===== config.mk =====
export PLATFORM = sky130hd
export DESIGN_NAME = dma_channel_allocator_core
export DESIGN_NICKNAME = d
export VERILOG_FILES = /design/src/rtl/dca_pkg.sv /design/src/rtl/dca_select.sv /design/src/rtl/dma_channel_allocator_core.sv
export SDC_FILE = /design/constraint.sdc
export NUM_CORES = 1
export LEC_CHECK = 0
export BUFFER_PORTS_ARGS = -buffer_cell sky130_fd_sc_hd__buf_2
export CAP_MARGIN = 20
export CORE_MARGIN = 8
export CORE_UTILIZATION = 45
export CTS_CLUSTER_DIAMETER = 200
export CTS_CLUSTER_SIZE = 16
export DETAILED_ROUTE_END_ITERATION = 10
export GPL_TIMING_DRIVEN = 0
export PLACE_DENSITY = 0.7
export SLEW_MARGIN = 20
export SYNTH_ARGS = -nofsm -noshare
export SYNTH_HDL_FRONTEND = slang
export SYNTH_HIERARCHICAL = 1
export SYNTH_SLANG_ARGS = --single-unit

===== constraint.sdc =====
create_clock -name aclk -period 2.5 [get_ports aclk]
set_clock_uncertainty 0.2 [all_clocks]
set_input_delay 0.625 -clock aclk [delete_from_list [all_inputs] [get_ports aclk]]
set_output_delay 0.625 -clock aclk [all_outputs]
set_load 0.01 [all_outputs]

===== src/rtl/dca_pkg.sv =====
// Shared types and constants for the DMA channel allocator.
// Holds the request and result payload structs and the fixed channel table.
// No dependencies.
package dca_pkg;

    localparam int CHAN_COUNT = 8;
    localparam int CHAN_W     = 3;
    localparam int CAPS_W     = 3;
    localparam int USE_W      = 4;
    localparam int CFG_W      = 4;

    localparam logic [CFG_W-1:0] PRESENT_MIN   = 4'd4;
    localparam logic [CFG_W-1:0] PRESENT_MAX   = 4'd8;
    localparam logic [CFG_W-1:0] PRESENT_RESET = 4'd4;

    // Operation codes.
    localparam logic OP_OPEN  = 1'b0;
    localparam logic OP_CLOSE = 1'b1;

    // Status codes.
    localparam logic STATUS_OK       = 1'b0;
    localparam logic STATUS_NO_SPACE = 1'b1;

    // Channel use word: bit 0 in use, bits 3:1 the recorded pins.
    localparam logic [USE_W-1:0] USE_BUSY = 4'h1;
    localparam logic [USE_W-1:0] USE_REQ  = 4'h2;
    localparam logic [USE_W-1:0] USE_ACK  = 4'h4;
    localparam logic [USE_W-1:0] USE_DONE = 4'h8;

    // Capability bits in request encoding.
    localparam logic [CAPS_W-1:0] CAP_REQ  = 3'h1;
    localparam logic [CAPS_W-1:0] CAP_ACK  = 3'h2;
    localparam logic [CAPS_W-1:0] CAP_DONE = 3'h4;
    localparam logic [CAPS_W-1:0] CAP_ALL  = CAP_REQ | CAP_ACK | CAP_DONE;

    typedef logic [CHAN_COUNT-1:0][USE_W-1:0] use_map_t;

    typedef struct packed {
        logic              op;
        logic [7:0]        channel_mask;
        logic [CAPS_W-1:0] want_caps;
        logic [CHAN_W-1:0] close_channel;
    } req_t;

    typedef struct packed {
        logic              status;
        logic [CHAN_W-1:0] granted_channel;
        logic [7:0]        busy_map;
    } rsp_t;

    function automatic logic [CAPS_W-1:0] chan_caps(input logic [CHAN_W-1:0] ch);
        logic [CAPS_W-1:0] caps;
        case (ch)
            3'd0, 3'd1: caps = CAP_ALL;
            3'd2, 3'd3: caps = CAP_REQ | CAP_ACK;
            default:    caps = CAP_REQ;
        endcase
        return caps;
    endfunction

    // Partners pair channel i with channel i+4.
    function automatic logic [CHAN_W-1:0] chan_partner(input logic [CHAN_W-1:0] ch);
        return ch ^ 3'd4;
    endfunction

    function automatic logic [CAPS_W-1:0] chan_clash_want(input logic [CHAN_W-1:0] ch);
        logic [CAPS_W-1:0] w;
        case (ch)
            3'd0, 3'd1: w = CAP_DONE;
            3'd2, 3'd3: w = CAP_ACK;
            default:    w = CAP_REQ;
        endcase
        return w;
    endfunction

    function automatic logic [USE_W-1:0] chan_clash_use(input logic [CHAN_W-1:0] ch);
        logic [USE_W-1:0] u;
        case (ch)
            3'd0, 3'd1, 3'd2, 3'd3: u = USE_REQ;
            3'd4, 3'd5:             u = USE_DONE;
            default:                u = USE_ACK;
        endcase
        return u;
    endfunction

endpackage


===== src/rtl/dca_select.sv =====
// Channel qualification, priority pick and next channel-use state for one request.
// Purely combinational; depends on dca_pkg.
module dca_select (
    input  dca_pkg::req_t               req,
    input  dca_pkg::use_map_t           use_map,
    input  logic [dca_pkg::CFG_W-1:0]   present_cfg,
    output dca_pkg::use_map_t           use_next,
    output dca_pkg::rsp_t               rsp
);
    import dca_pkg::*;

    logic [CFG_W-1:0]      present_n;
    logic [CHAN_COUNT-1:0] qual;
    logic                  found;
    logic [CHAN_W-1:0]     pick;
    logic [CHAN_W-1:0]     ch;
    logic [CHAN_W-1:0]     partner;

    // Out-of-range register values saturate to the legal range.
    always_comb begin
        if (present_cfg < PRESENT_MIN) begin
            present_n = PRESENT_MIN;
        end else if (present_cfg > PRESENT_MAX) begin
            present_n = PRESENT_MAX;
        end else begin
            present_n = present_cfg;
        end
    end

    always_comb begin
        for (int i = 0; i < CHAN_COUNT; i++) begin
            ch      = CHAN_W'(i);
            partner = chan_partner(ch);
            qual[i] = req.channel_mask[i]
                    && ((chan_caps(ch) & req.want_caps) == req.want_caps)
                    && ({1'b0, ch} < present_n)
                    && (use_map[i] == '0)
                    && !(((req.want_caps & chan_clash_want(ch)) != '0)
                         && ((use_map[partner] & chan_clash_use(ch)) != '0));
        end
    end

    // Highest qualifying channel wins.
    always_comb begin
        found = 1'b0;
        pick  = '0;
        for (int i = CHAN_COUNT - 1; i >= 0; i--) begin
            if (!found && qual[i]) begin
                found = 1'b1;
                pick  = CHAN_W'(i);
            end
        end
    end

    always_comb begin
        use_next            = use_map;
        rsp.status          = STATUS_OK;
        rsp.granted_channel = '0;
        if (req.op == OP_OPEN) begin
            if (found) begin
                use_next[pick]      = USE_BUSY | {req.want_caps, 1'b0};
                rsp.granted_channel = pick;
            end else begin
                rsp.status = STATUS_NO_SPACE;
            end
        end else begin
            if ({1'b0, req.close_channel} < present_n) begin
                use_next[req.close_channel] = '0;
            end
        end
        for (int i = 0; i < CHAN_COUNT; i++) begin
            rsp.busy_map[i] = use_next[i][0];
        end
    end

endmodule


===== src/rtl/dma_channel_allocator_core.sv =====
// DMA channel allocator top level: input register, allocation logic, result register.
// A request is held in the input register, then resolved into the result register;
// throughput is one request per cycle while m_ready does not stall the result register.
// Synchronous active-low reset frees all channels and sets present_channels to 4.
// Depends on dca_pkg and dca_select.
module dma_channel_allocator_core (
    input  logic                        aclk,
    input  logic                        aresetn,
    input  logic                        cfg_we,
    input  logic [dca_pkg::CFG_W-1:0]   cfg_wdata,
    input  logic                        s_valid,
    output logic                        s_ready,
    input  dca_pkg::req_t               s_data,
    output logic                        m_valid,
    input  logic                        m_ready,
    output dca_pkg::rsp_t               m_data
);
    import dca_pkg::*;

    logic             present_reg;
    logic [CFG_W-1:0] present_cfg_reg;
    logic             in_valid_reg;
    req_t             in_reg;
    logic             out_valid_reg;
    rsp_t             out_reg;
    use_map_t         use_reg;
    use_map_t         use_next;
    rsp_t             rsp_next;
    logic             advance;

    // The held request is resolved whenever the result register can take it.
    assign advance = in_valid_reg && (!out_valid_reg || m_ready);
    assign s_ready = !in_valid_reg || advance;
    assign m_valid = out_valid_reg;
    assign m_data  = out_reg;

    dca_select u_select (
        .req         (in_reg),
        .use_map     (use_reg),
        .present_cfg (present_cfg_reg),
        .use_next    (use_next),
        .rsp         (rsp_next)
    );

    always_ff @(posedge aclk) begin
        if (!aresetn) begin
            present_reg     <= 1'b0;
            present_cfg_reg <= PRESENT_RESET;
            in_valid_reg    <= 1'b0;
            out_valid_reg   <= 1'b0;
            use_reg         <= '0;
        end else begin
            present_reg <= 1'b1;
            if (cfg_we) begin
                present_cfg_reg <= cfg_wdata;
            end
            if (s_valid && s_ready) begin
                in_valid_reg <= 1'b1;
            end else if (advance) begin
                in_valid_reg <= 1'b0;
            end
            if (advance) begin
                out_valid_reg <= 1'b1;
                use_reg       <= use_next;
            end else if (m_ready && present_reg) begin
                out_valid_reg <= 1'b0;
            end
        end
    end

    always_ff @(posedge aclk) begin
        if (s_valid && s_ready) begin
            in_reg <= s_data;
        end
        if (advance) begin
            out_reg <= rsp_next;
        end
    end

endmodule

Word level (Yosys, flattened, before mapping):

Index checks and enable logic that the tools add are counted.

* input bits: 24
* flip-flop bits (word level): 66
* logic and storage cells: 162
* output and inout port bits: 14

* reduce and logical (&&, ||, !) cells: 83
* bitwise operators: 4
* equal/unequal tests: 1
* magnitude comparators: 15
* multiplexer cells: 32

Operators by type and width (number)
* $mux 32: 3
* $logic_and 1x1->1: 50
* $and 32x32->32: 1
* $bwmux 32: 1
* $logic_not 4->1: 8
* $not 32->32: 1
* $demux 4 s3: 2
* $mux 3: 8
* $logic_not 1->1: 17
* $lt 3x4->1 const A: 4
* $mux 4: 4
* $mux 1: 14
* $lt 1x4->1 const A: 2
* $lt 2x4->1 const A: 2
* $lt 3x4->1 const B: 2
* $ge 3x1->1 const B: 2
* $reduce_bool 2->1: 3
* $gt 4x4->1 const B: 1
* $lt 3x4->1: 1
* $lt 4x3->1 const B: 1
* $reduce_and 3->1: 1
* $logic_not 2->1: 1
* $logic_or 1x1->1: 2
* $ne 2x1->1 const B: 1
* 2 further kinds: 3

Longest topological paths before layout:

* depth after elaboration: 36
* depth in mapped cells: 10
* mapped depth without buffers: 8

By module:

The synthesis kept the hierarchy.

By module, submodules not included
* dma_channel_allocator_core: instances 1, sequential area each 1591.5 um^2, cells each 192, area each 2377.3 um^2
* dca_select: instances 1, sequential area each 0.0 um^2, cells each 125, area each 863.3 um^2

Least setup slack after synthesis:

OpenSTA, ideal clock, no wires.

* path type: reg-to-reg
* from: register present_cfg_reg[3]
* to: register use_reg[4] in the netlist's numbering
* slack: 0.056 ns
* arrival: 2.125 ns
* library setup time: 0.119 ns
* path buffers: 1
* data required time: 2.181 ns
* clock period less this slack: 2.444 ns
* cell stages (with the launch flop): 10
* path through: dfxtp_1 > nand3b_1 > ha_1 > o21ai_0 > a211oi_1 > or4b_2 > a22o_1 > buf_4 > nand2_1 > mux2i_1

RTL lines
* start, declared: line dma_channel_allocator_core.sv:21 `logic [CFG_W-1:0] present_cfg_reg;`
* start signal, assigned: line dma_channel_allocator_core.sv:55 `present_cfg_reg <= cfg_wdata;`
* end signal, assigned: line dma_channel_allocator_core.sv:64 `use_reg <= use_next;`
* end, declared: line dma_channel_allocator_core.sv:26 `use_map_t use_reg;`

==> key figures <==
Logic synthesis
  • Syn Area/Cell: 10.2 um2
  • Synthesized instance count: 317
  • Synth warn: 6
  • Distinct cell type count after synthesis: 46
  • Syn_nets: 343
  • Post-synth EDFFs: 27
  • Prevailing post-synth register cell: dfxtp_1
  • Post-Syn Area: 0.00324 mm2
  • Sequential-to-total area share from yosys stat: 0.491
  • Synth async-reset ratio: 0
  • Flops & latches, synth: 66

Placement
  • PortBufs: 36
  • Post-DP HPWL: 5270 um
  • Dpl ws: -211 ps
  • Placer Congestion: 0.841

Timing
  • Tightest Pin Transition: 609 ps
  • # setup viols final: 0
  • Relative slew slack: 0.591
  • Hold Vio Cnt, Final: 0
  • Max Freq: 0.412 GHz
  • Hold slack: 192 ps
  • Min Tclk post-route: 2420 ps
  • Period utilization: 0.970
  • Setup_tns: 0 ps
  • Final slew viol count: 0
  • Final setup margin: 75.6 ps

Clock tree
  • Clk buf depth: 2
  • CTS Hold Buffers Added: 0
  • CTS Root Cell: clkbuf_8
  • Clock buffer count from CTS: 9
  • Worst-Skew Late Latency: 350 ps
  • CTS tree: yes
  • CTS clk-pin slew, worst paths: 70 ps
  • CTS Sinks: 66
  • Htree depth: 3

Global routing
  • Gr usage total: 0.157
  • GRT overflow: 0
  • Number of global-route vias before repair: 2,555
  • Global-route wire length before repair: 12,300 um
  • Initial antenna violation count: 0
  • Largest net degree at the start of global routing: 22

Critical path
  • CP peak stage delay: 580 ps
  • FF-to-FF Start: present_cfg_reg[3]
  • Crit-path cells: nand3b_1 > ha_1 > o21ai_2 > a211oi_4 > or4b_4 > a22o_1 > buf_4 > nand2_1 > mux2i_1
  • Worst reg-to-reg setup slack: 80 ps
  • Critical Path RT: 2540 ps
  • Startpoint class of the critical path: flop
  • CP max FO: 8
  • Buf/Inv on CP: 1
  • R2r worst-path depth: 9
  • Arr. time, crit path: 2470 ps
  • Cell family with most CP delay: simple AND/OR/NAND/NOR gates
  • Crit path capture type: flop
  • Slowest CP cell: or4b_4
  • Critical path class: flop to flop
  • Reg2reg end: use_reg[4]

Route
  • Detail Route Antenna Nets: 0
  • Post-route DRC: 0
  • TritonRoute pass-1 iters: 4
  • Iteration-0 DRC Markers: 125
  • Vias/cell: 5.36
  • Final WL: 7690 um
  • Routed vias: 2,552
  • Drt wl/cell: 16.2 um

Cells and area
  • Most common library cell in the layout ignoring fill and taps: nand2_1
  • # diodes: 0
  • Final net count: 398
  • Share of cells above drive strength 1: 0.265
  • Area Overhead vs Synth: 20.8%
  • Largest register FFs: 32
  • Most frequent cells in the layout: nand2_1 (74), buf_2 (42), dfxtp_1 (37), mux2i_1 (36), edfxtp_1 (27)
  • Final core utilization: 0.552

Min path
  • Hold path depth: 1
  • Hold Crit Start: aresetn
  • Hold Path Class: input pin to flop
  • Hold endpoint: present_reg

Power and ir drop
  • Pwr/cell area: 628 mW/mm2
  • Leak Pwr: 0.00151 uW
  • Max VDD drop: 0.000330 V
  • Pwr Total: 2460 uW

Job
  • Max-Cap Viols: 0

Floorplan
  • Die Wd: 101 um
  • DIE AREA: 0.0102 mm2
  • Core Area: 0.00710 mm2
  • Die Ht: 101 um
  • # rows: 31
  • Initial core utilization: 0.457
  • Top-Level Pins: 38

Outcome
  • Status: finished, final reports clean
[cells by family (layout without fill, tap and decap cells)]
family,after synthesis,count (layout),share of synthesized area
simple gates,142,142,0.220
buf+inv,29,89,0.0625
fa+ha+maj,2,2,0.00772
mux,36,36,0.111
compound gates,42,42,0.107
flops,66,66,0.491
[cell type report]
class / instances / area [um2]
Fill cell: 623 / 3180
Sequential cell: 66 / 1600
Multi-Input combinational cell: 222 / 1530
Timing Repair Buffer: 44 / 244
Buffer: 27 / 196
Clock buffer: 11 / 141
Tap cell: 99 / 124
Clock inverter: 5 / 77.6
Inverter: 2 / 7.51
[cells in the mapped netlist, types with 3 or more instances]
cell type | instances | area share
nand2_1 | 74 | 0.086
a21oi_1 | 5 | 0.0077
mux2i_1 | 36 | 0.11
or4b_2 | 4 | 0.012
a211oi_1 | 5 | 0.012
a31oi_1 | 3 | 0.0058
nor2_1 | 12 | 0.014
a21o_1 | 5 | 0.012
clkbuf_1 | 9 | 0.010
and2_1 | 11 | 0.021
edfxtp_1 | 27 | 0.25
nor3_1 | 5 | 0.0077
and3_1 | 4 | 0.0077
nor2b_1 | 7 | 0.014
a32o_1 | 6 | 0.019
buf_2 | 6 | 0.0093
dfxtp_1 | 39 | 0.24
a22o_1 | 10 | 0.027
buf_12 | 3 | 0.019
buf_4 | 8 | 0.019
nor4b_1 | 3 | 0.0081
[power breakdown]
part           leakage (uW)  total (uW)  switching, uW  internal [uW]
logic              0.000820         274            151            122
clock network      0.000109        1000            415            586
registers          0.000577        1180           24.1           1160
[worst max path at each step]
stage                             startpoint           to  slack, ps  cells past startpoint
after floorplan           present_cfg_reg[3]   use_reg[4]         60                      9
after global placement             in_reg[3]  use_reg[12]       -210                      9
after detailed placement  present_cfg_reg[3]   use_reg[4]       -210                      9
after CTS                 present_cfg_reg[3]  use_reg[20]       -150                      9
after global routing               in_reg[5]   use_reg[0]        -10                      9
final                     present_cfg_reg[3]   use_reg[4]         80                      9
[worst register-to-register path: cells and delay by family, from the launching register on]
family / cells / cell delay, ps
flops: 1 / 380
buf+inv: 1 / 130
compound gates: 3 / 490
fa+ha+maj: 1 / 290
simple gates: 3 / 780
mux: 1 / 60
[layer usage]
layer | up-vias | GRT usage | share of wire
li1 | 1236 | - | -
met1 | 1235 | 0.189 | 0.45
met2 | 68 | 0.250 | 0.47
met3 | 13 | 0.0359 | 0.060
met4 | 0 | 0.0965 | 0.019
met5 | - | 0 | 0
[metrics by stage]
| step | instance area [um2] | cells |
|---|---|---|
| 2_1_floorplan | 3240 | 317 |
| 3_3_place_gp | 3540 | 452 |
| 3_5_place_dp | 3560 | 453 |
| 4_1_cts | 3800 | 470 |
| 5_1_grt | 3920 | 476 |
| 6_report | 3920 | 476 |
[what timing repair did]
item,in CTS,in global routing
pin swaps,1,7
endpoints found under the setup margin,25,36
buffers inserted,1,6
gates resized for setup,4,17
(Power assumes the default switching activity.)
